`src/rtl/arrt_pkg.sv`:
```
`default_nettype none

package arrt_pkg;

    // Default number of region slots in the table.
    localparam int REGION_SLOTS_DEF = 64;

    // Item kinds on the input channel.
    localparam logic KIND_INSERT = 1'b0;
    localparam logic KIND_FIND   = 1'b1;

    // Result status codes.
    localparam logic [1:0] ST_INSERTED = 2'd0;
    localparam logic [1:0] ST_OVERLAP  = 2'd1;
    localparam logic [1:0] ST_FULL     = 2'd2;
    localparam logic [1:0] ST_LOOKUP   = 2'd3;

    // One stored region.
    typedef struct packed {
        logic [63:0] rgn_start;
        logic [63:0] rgn_end;
        logic [31:0] rgn_flags;
    } arrt_entry_t;

    // Port controls from the sequencer to the region store.
    typedef struct packed {
        logic rd_en;
        logic wr_en;
    } arrt_mem_ctl_t;

    // Sequencer states.
    typedef enum logic [1:0] {
        S_IDLE,
        S_SCAN,
        S_RESOLVE
    } arrt_state_t;

endpackage

`default_nettype wire

```
`src/rtl/arrt_cmp.sv`:
```
`default_nettype none

module arrt_cmp
    import arrt_pkg::*;
(
    input  wire logic        kind,
    input  wire logic [63:0] region_start,
    input  wire logic [63:0] region_end,
    input  wire logic [63:0] lookup_address,
    input  wire arrt_entry_t entry,
    output logic             match
);

    logic [63:0] key;
    logic        key_ge_start;
    logic        key_lt_end;
    logic        end_gt_start;

    // A find tests the address; an insert tests the new region's start.
    assign key          = (kind == KIND_FIND) ? lookup_address : region_start;
    assign key_ge_start = (key >= entry.rgn_start);
    assign key_lt_end   = (key < entry.rgn_end);
    assign end_gt_start = (region_end > entry.rgn_start);

    always_comb
    begin
        if (kind == KIND_FIND)
        begin
            match = key_ge_start && key_lt_end;
        end
        else
        begin
            // Overlap, or a start that falls inside the stored region.
            match = (end_gt_start && key_lt_end) || (key_ge_start && key_lt_end);
        end
    end

endmodule

`default_nettype wire

```
`config.mk`:
```
export PLATFORM = sky130hd
export DESIGN_NAME = arrt_cmp
export DESIGN_NICKNAME = d
export VERILOG_FILES = /design/src/rtl/arrt_pkg.sv /design/src/rtl/arrt_cmp.sv
export SDC_FILE = /design/constraint.sdc
export NUM_CORES = 1
export LEC_CHECK = 0
export ABC_AREA = 0
export BUFFER_PORTS_ARGS = -buffer_cell sky130_fd_sc_hd__buf_2
export CORE_AREA = 2 2 137 139
export DETAILED_ROUTE_END_ITERATION = 8
export DIE_AREA = 0 0 139 141
export SLEW_MARGIN = 20
export SYNTH_ARGS = -nofsm -noshare
export SYNTH_HDL_FRONTEND = slang
export SYNTH_SLANG_ARGS = --single-unit
```
`constraint.sdc`:
```
create_clock -name vclk -period 7.8
set_input_delay 0 -clock vclk [all_inputs]
set_output_delay 0 -clock vclk [all_outputs]
set_load 0.02 [all_outputs]
```
==> impl_table.tex, run 1 <==
\begin{tabular}{lr}
\hline
Metric & Value \\
\hline
\multicolumn{2}{l}{\textbf{Layout}} \\
\quad Share of final-layout standard cells stronger than drive strength 1 & 39.8\% \\
\quad Layout Cells excl Fill & 1234 \\
\quad Seq\_cells & 0 \\
\quad Number of nets in the final layout & 1545 \\
\quad Area of combinational cells with multiple inputs & 0.00482 mm2 \\
\quad Count of filler cells inserted in the layout & 1908 \\
\quad Most frequent standard cell in the layout excluding fill and tap cells & sky130\_fd\_sc\_hd\_\_buf\_2 \\
\quad Final core utilization & 39.5\% \\
\quad Commonest cells after routing, fill and taps aside & 321 x sky130\_fd\_sc\_hd\_\_buf\_2, 191 x sky130\_fd\_sc\_hd\_\_ha\_1, 131 x sky130\_fd\_sc\_hd\_\_inv\_1 \\
\quad Clk\_buf instances & 0 \\
\quad Area occupied by registers & 0 um2 \\
\quad Area overhead of the layout relative to synthesis & 35.0\% \\
\multicolumn{2}{l}{\textbf{Clock network}} \\
\quad Post-CTS Hold Fix Bufs & 0 \\
\quad Post\_cts resized & 0 \\
\quad Post CTS Setup Buffer Count & 0 \\
\multicolumn{2}{l}{\textbf{Global route}} \\
\quad Via count of the first global-routing pass & 5733 \\
\quad Overall fraction of global-route tracks in use & 16.8\% \\
\quad First-pass GRT wire length & 27500 um \\
\quad Pin count of the biggest net entering global routing & 67 \\
\quad Number of antenna violations at the first check in global routing & 1 \\
\quad Overflow left after global routing & 0 \\
\multicolumn{2}{l}{\textbf{Route}} \\
\quad First-pass iteration count of the detailed router & 4 \\
\quad Vias per Instance & 4.74 \\
\quad Count of unresolved DRC violations after routing & 0 \\
\quad Wirelength per Cell & 14.4 um \\
\quad Routed Wire Length & 17700 um \\
\quad Count of antenna-violating nets left after detailed routing & 0 \\
\quad Total vias in the final route & 5852 \\
\quad Initial DRC Count & 117 \\
\multicolumn{2}{l}{\textbf{Worst setup path}} \\
\quad Crit Path Class & in2out \\
\quad Cells along the critical path & buf\_4, mux2\_2, ha\_1, a211oi\_1, o21ai\_0, a22oi\_1, o211ai\_1, a21o\_1, a2111oi\_4, o31ai\_1, o211a\_1, buf\_2 \\
\quad Critical Path Max Stage Delay & 0.64 ns \\
\quad Critical path peak fanout & 66 \\
\quad Worst endpoint required time & 7.80 ns \\
\quad Slowest CP cell & sky130\_fd\_sc\_hd\_\_buf\_4 \\
\quad Setup crit end kind & output pin \\
\quad CP Launch Type & input pin \\
\quad Arr. time, crit path & 3.27 ns \\
\multicolumn{2}{l}{\textbf{Placed design}} \\
\quad Port buffer count & 322 \\
\quad Total instance count after detailed placement & 1233 \\
\quad DP Worst Slack & 4.48 ns \\
\quad Placed wire-length estimate & 16600 um \\
\quad Gpl congestion & 0.848 \\
\multicolumn{2}{l}{\textbf{STA}} \\
\quad Unrepaired setup endpoints after global routing & no \\
\quad Final-layout setup total negative slack & 0 ns \\
\quad Final hold viol count & 0 \\
\quad Setup ws final & 4.53 ns \\
\quad Fin crit share & 41.9\% \\
\quad Peak Freq & 306 MHz \\
\quad Slew Limit Headroom & 30.2\% \\
\quad Clock period minus worst slack & 3.27 ns \\
\quad Worst hold slack & 0.586 ns \\
\quad Slew at the pin closest to its max-slew limit & 1.02 ns \\
\quad Final number of setup-violating endpoints & 0 \\
\quad Final max-slew violation count & 0 \\
\multicolumn{2}{l}{\textbf{Power}} \\
\quad Switching power share of the total & 49.4\% \\
\quad Power density relative to cell area & 53.4 mW/mm2 \\
\quad Peak supply drop & 0.0208 mV \\
\quad Part of the power in registers & 0\% \\
\quad Cell internal pwr & 0.195 mW \\
\quad Switching power total & 0.190 mW \\
\quad Proportion of power drawn by the clock network & 0\% \\
\quad Leak pwr & 4.28 nW \\
\quad Combinational fraction of design power & 100.0\% \\
\multicolumn{2}{l}{\textbf{Floorplanning}} \\
\quad Starting Density & 29.3\% \\
\quad Vertical die dimension & 141 um \\
\quad Standard cell core area & 0.0183 mm2 \\
\quad Die width & 139 um \\
\quad Area of the die & 0.0196 mm2 \\
\quad Number of standard-cell rows in the floorplan & 50 \\
\quad Number of top-level pins & 354 \\
\multicolumn{2}{l}{\textbf{Hold path}} \\
\quad Count of cells along the worst hold path & 6 \\
\quad Hold/Removal Path Class & in2out \\
\quad End point of the most critical hold path & match \\
\quad HP Start & entry[95] \\
\multicolumn{2}{l}{\textbf{Logic synthesis}} \\
\quad Synthesized area per cell & 7.82 um2 \\
\quad Proportion of synthesized chip area in sequential cells & 0\% \\
\quad Post-Synthesis Cells & 684 \\
\quad Cell area after synthesis & 0.00535 mm2 \\
\quad Net count after synthesis & 1228 \\
\quad Count of different cell masters after synthesis & 52 \\
\quad Synthesis Warnings & 0 \\
\multicolumn{2}{l}{\textbf{Outcome}} \\
\quad Status & finished, final reports clean \\
\multicolumn{2}{l}{\textbf{Run}} \\
\quad Count of maximum capacitance violations & 0 \\
\hline
\end{tabular}
==> cell usage after synthesis (2+ instances only) <==
cell | instances | share of area (%)
sky130_fd_sc_hd__ha_1 | 191 | 45
sky130_fd_sc_hd__inv_1 | 131 | 9.2
sky130_fd_sc_hd__mux2_2 | 63 | 13
sky130_fd_sc_hd__a21oi_1 | 60 | 5.6
sky130_fd_sc_hd__nand2_1 | 40 | 2.8
sky130_fd_sc_hd__nand4_1 | 27 | 3.2
sky130_fd_sc_hd__o21ai_0 | 27 | 2.5
sky130_fd_sc_hd__nor2_1 | 20 | 1.4
sky130_fd_sc_hd__a21o_1 | 19 | 2.7
sky130_fd_sc_hd__nand3_1 | 17 | 1.6
sky130_fd_sc_hd__nor3_1 | 10 | 0.94
sky130_fd_sc_hd__a221oi_1 | 7 | 1.1
sky130_fd_sc_hd__a211oi_1 | 6 | 0.84
sky130_fd_sc_hd__nor4_1 | 6 | 0.70
sky130_fd_sc_hd__clkbuf_1 | 5 | 0.35
sky130_fd_sc_hd__and4_1 | 4 | 0.66
sky130_fd_sc_hd__nor2b_1 | 4 | 0.47
sky130_fd_sc_hd__o211ai_1 | 4 | 0.56
sky130_fd_sc_hd__a2111oi_0 | 3 | 0.49
sky130_fd_sc_hd__o21a_1 | 3 | 0.42
sky130_fd_sc_hd__o21ai_1 | 3 | 0.28
sky130_fd_sc_hd__a21boi_0 | 2 | 0.28
sky130_fd_sc_hd__a21o_2 | 2 | 0.33
sky130_fd_sc_hd__o22ai_1 | 2 | 0.23
==> power by group through the flow <==
| stage | clock [mW] | sequential (mW) | combinational, mW |
|---|---|---|---|
| floorplan | 0 | 0 | 0.240 |
| global placement | 0 | 0 | 0.382 |
| detailed placement | 0 | 0 | 0.387 |
| CTS | 0 | 0 | 0.390 |
| global route | 0.0000000172 | 0 | 0.444 |
| finish | 0.0000000172 | 0 | 0.385 |
==> area by class of cell <==
type	instances	share of cell area (%)
Tap cell	234	4.05
Antenna cell	1	0.0347
Multi-Input combinational cell	545	66.7
Timing Repair Buffer	322	22.4
Inverter	132	6.86
==> critical path, delay by kind of cell <==
family | cells | cell delay, ns
mux | 1 | 0.44
buf+inv | 2 | 0.80
compound gates | 8 | 1.67
fa+ha+maj | 1 | 0.30
==> stage by stage <==
stage | power [mW] | cell area [um2]
2_1_floorplan | 0.240 | 5350
3_3_place_gp | 0.382 | 7220
3_5_place_dp | 0.387 | 7220
4_1_cts | 0.390 | 7220
5_1_grt | 0.444 | 7220
6_report | 0.385 | 7220
==> cell families (layout without fill, tap and decap cells) <==
group                    after synthesis  in the layout  synth area share [%]
buffers and inverters                139            454                  9.94
AND/OR/NAND/NOR                      139            139                  13.9
multiplexers                          64             64                  13.5
other                                  0              1                     0
AO/OA/AOI/OAI                        151            151                  18.0
adder cells (fa/ha/maj)              191            191                  44.7
==> how the worst max path moves through the flow <==
stage               from  endpoint  slack, ns  depth (start not counted)
floorplan           kind     match       5.23                         11
global placement    kind     match       4.52                         12
detailed placement  kind     match       4.48                         12
CTS                 kind     match       4.47                         12
global route        kind     match       4.26                         12
finish              kind     match       4.53                         12
==> layer usage <==
layer / up-vias / track usage (%) / wire [um]
met1: 2513 / 21.0 / 7760
met2: 196 / 31.7 / 8770
met4: 0 / 2.34 / 212
met5: - / 0 / 0
met3: 12 / 1.97 / 1010
li1: 3131 / - / -
No activity file was read; power rests on OpenSTA's default activity.
==> run 2: changes to the inputs <==
--- a/config.mk
+++ b/config.mk
@@ -7,9 +7,9 @@
 export LEC_CHECK = 0
 export ABC_AREA = 0
 export BUFFER_PORTS_ARGS = -buffer_cell sky130_fd_sc_hd__buf_2
-export CORE_AREA = 2 2 137 139
+export CORE_AREA = 2 2 136 138
 export DETAILED_ROUTE_END_ITERATION = 8
-export DIE_AREA = 0 0 139 141
+export DIE_AREA = 0 0 138 140
 export SLEW_MARGIN = 20
 export SYNTH_ARGS = -nofsm -noshare
 export SYNTH_HDL_FRONTEND = slang
==> constraint.sdc (replaced) <==
create_clock -name vclk -period 3
set_input_delay 0 -clock vclk [all_inputs]
set_output_delay 0 -clock vclk [all_outputs]
set_load 0.02 [all_outputs]
==> impl_table.tex, run 2 (synthesis gave the netlist of run 1 again) <==
\begin{tabular}{lr}
\hline
Metric & Value \\
\hline
\multicolumn{2}{l}{\textbf{Layout}} \\
\quad Area overhead of the layout relative to synthesis & 36.9\% \\
\quad Most frequent standard cell in the layout excluding fill and tap cells & sky130\_fd\_sc\_hd\_\_buf\_2 \\
\quad Commonest cells after routing, fill and taps aside & 321 x sky130\_fd\_sc\_hd\_\_buf\_2, 191 x sky130\_fd\_sc\_hd\_\_ha\_1, 131 x sky130\_fd\_sc\_hd\_\_inv\_1 \\
\quad Share of final-layout standard cells stronger than drive strength 1 & 40.5\% \\
\quad Number of nets in the final layout & 1555 \\
\quad Clk\_buf instances & 0 \\
\quad Area occupied by registers & 0 um2 \\
\quad Seq\_cells & 0 \\
\multicolumn{2}{l}{\textbf{Floorplanning}} \\
\quad Standard cell core area & 0.0178 mm2 \\
\quad Die width & 138 um \\
\quad Area of the die & 0.0193 mm2 \\
\quad Starting Density & 30.1\% \\
\quad Number of top-level pins & 354 \\
\quad Number of standard-cell rows in the floorplan & 49 \\
\quad Vertical die dimension & 140 um \\
\multicolumn{2}{l}{\textbf{Global route}} \\
\quad Overall fraction of global-route tracks in use & 17.4\% \\
\quad Pin count of the biggest net entering global routing & 28 \\
\quad First-pass GRT wire length & 28200 um \\
\quad Number of antenna violations at the first check in global routing & 1 \\
\quad Overflow left after global routing & 0 \\
\quad Via count of the first global-routing pass & 5831 \\
\multicolumn{2}{l}{\textbf{Run}} \\
\quad Count of maximum capacitance violations & 0 \\
\multicolumn{2}{l}{\textbf{STA}} \\
\quad Clock period minus worst slack & 2.76 ns \\
\quad Final number of setup-violating endpoints & 0 \\
\quad Final-layout setup total negative slack & 0 ns \\
\quad Final max-slew violation count & 0 \\
\quad Peak Freq & 362 MHz \\
\quad Setup ws final & 0.238 ns \\
\quad Slew Limit Headroom & 39.1\% \\
\quad Slew at the pin closest to its max-slew limit & 0.890 ns \\
\quad Fin crit share & 92.1\% \\
\quad Final hold viol count & 0 \\
\quad Unrepaired setup endpoints after global routing & no \\
\multicolumn{2}{l}{\textbf{Worst setup path}} \\
\quad Worst setup path startpoint & kind \\
\quad Worst endpoint required time & 3.00 ns \\
\quad Critical Path Max Stage Delay & 0.45 ns \\
\quad Critical path peak fanout & 21 \\
\quad CP Launch Type & input pin \\
\quad Arr. time, crit path & 2.76 ns \\
\quad Slowest CP cell & sky130\_fd\_sc\_hd\_\_a2111o\_1 \\
\quad Cells along the critical path & buf\_4, buf\_12, mux2i\_1, ha\_1, nand2b\_1, a21oi\_1, o21ai\_1, a2111o\_1, a21o\_1, a2111oi\_4, o31ai\_1, o211a\_1, buf\_2 \\
\quad Setup crit end kind & output pin \\
\quad Crit Path Class & in2out \\
\multicolumn{2}{l}{\textbf{Route}} \\
\quad Vias per Instance & 4.73 \\
\quad Wirelength per Cell & 14.4 um \\
\quad First-pass iteration count of the detailed router & 7 \\
\quad Count of unresolved DRC violations after routing & 0 \\
\quad Total vias in the final route & 5860 \\
\quad Routed wl met2 & 9100 um \\
\quad Met3 routed WL & 990 um \\
\quad Count of antenna-violating nets left after detailed routing & 0 \\
\quad Routed Wire Length & 17900 um \\
\quad Initial DRC Count & 103 \\
\quad Met1 wire length & 7720 um \\
\quad Highest layer used for signal routing & met4 \\
\multicolumn{2}{l}{\textbf{Placed design}} \\
\quad Port buffer count & 322 \\
\quad DP Worst Slack & 0.0682 ns \\
\quad Placed wire-length estimate & 16900 um \\
\quad Gpl congestion & 0.843 \\
\multicolumn{2}{l}{\textbf{Power}} \\
\quad Leak pwr & 4.34 nW \\
\quad Peak supply drop & 0.0639 mV \\
\quad Power density relative to cell area & 139 mW/mm2 \\
\multicolumn{2}{l}{\textbf{Outcome}} \\
\quad Status & finished, final reports clean \\
\multicolumn{2}{l}{\textbf{Hold path}} \\
\quad Count of cells along the worst hold path & 6 \\
\quad Hold/Removal Path Class & in2out \\
\quad HP Start & entry[95] \\
\multicolumn{2}{l}{\textbf{Clock network}} \\
\quad Post CTS Setup Buffer Count & 0 \\
\hline
\end{tabular}
run 2: through the flow:
stage	power [mW]	instance area, um2	hold WS (ns)	utilization (%)	std cells
6_report	1.02	7320	0.606	41.2	1239
5_1_grt	1.18	7320	0.680	41.2	1239
4_1_cts	1.03	7310	0.622	41.1	1238
3_5_place_dp	1.02	7310	0.624	41.1	1238
3_3_place_gp	1.01	7310	0.612	41.1	1238
2_1_floorplan	0.623	5350	0.382	-	684
run 2: where the power goes:
part / total (mW) / switching, mW / internal, mW
clock network: 0.0000000446 / 0 / 0.0000000446
registers: 0 / 0 / 0
logic: 1.02 / 0.501 / 0.515
total: 1.02 / 0.501 / 0.515
run 2: worst max-delay path, delay by kind of cell:
family          cells  cell delay [ns]
fa+ha+maj           1             0.29
mux                 1             0.31
compound gates      7             1.57
simple gates        1             0.14
buf+inv             3             0.44
run 2: area by class of cell:
type                            count  area (um2)
Antenna cell                        1        2.50
Timing Repair Buffer              332        1710
Multi-Input combinational cell    545        4820
Tap cell                          229         287
Inverter                          132         495
Fill cell                        1893       10500
run 2: final timing paths:
path	slack, ns	to
worst min-delay path	0.61	match
worst max-delay path	0.24	match
run 2: timing repair:
item,in CTS,in global routing
endpoints found under the hold margin,0,0
hold buffers,0,0
resized for setup,0,1
endpoints found under the setup margin,0,1
run 2: metal layers:
metal,GRT usage [%],vias to the layer above
li1,-,3158
met1,21.4,2525
met2,33.9,173
met3,2.43,4
met4,0.644,0
met5,0,-
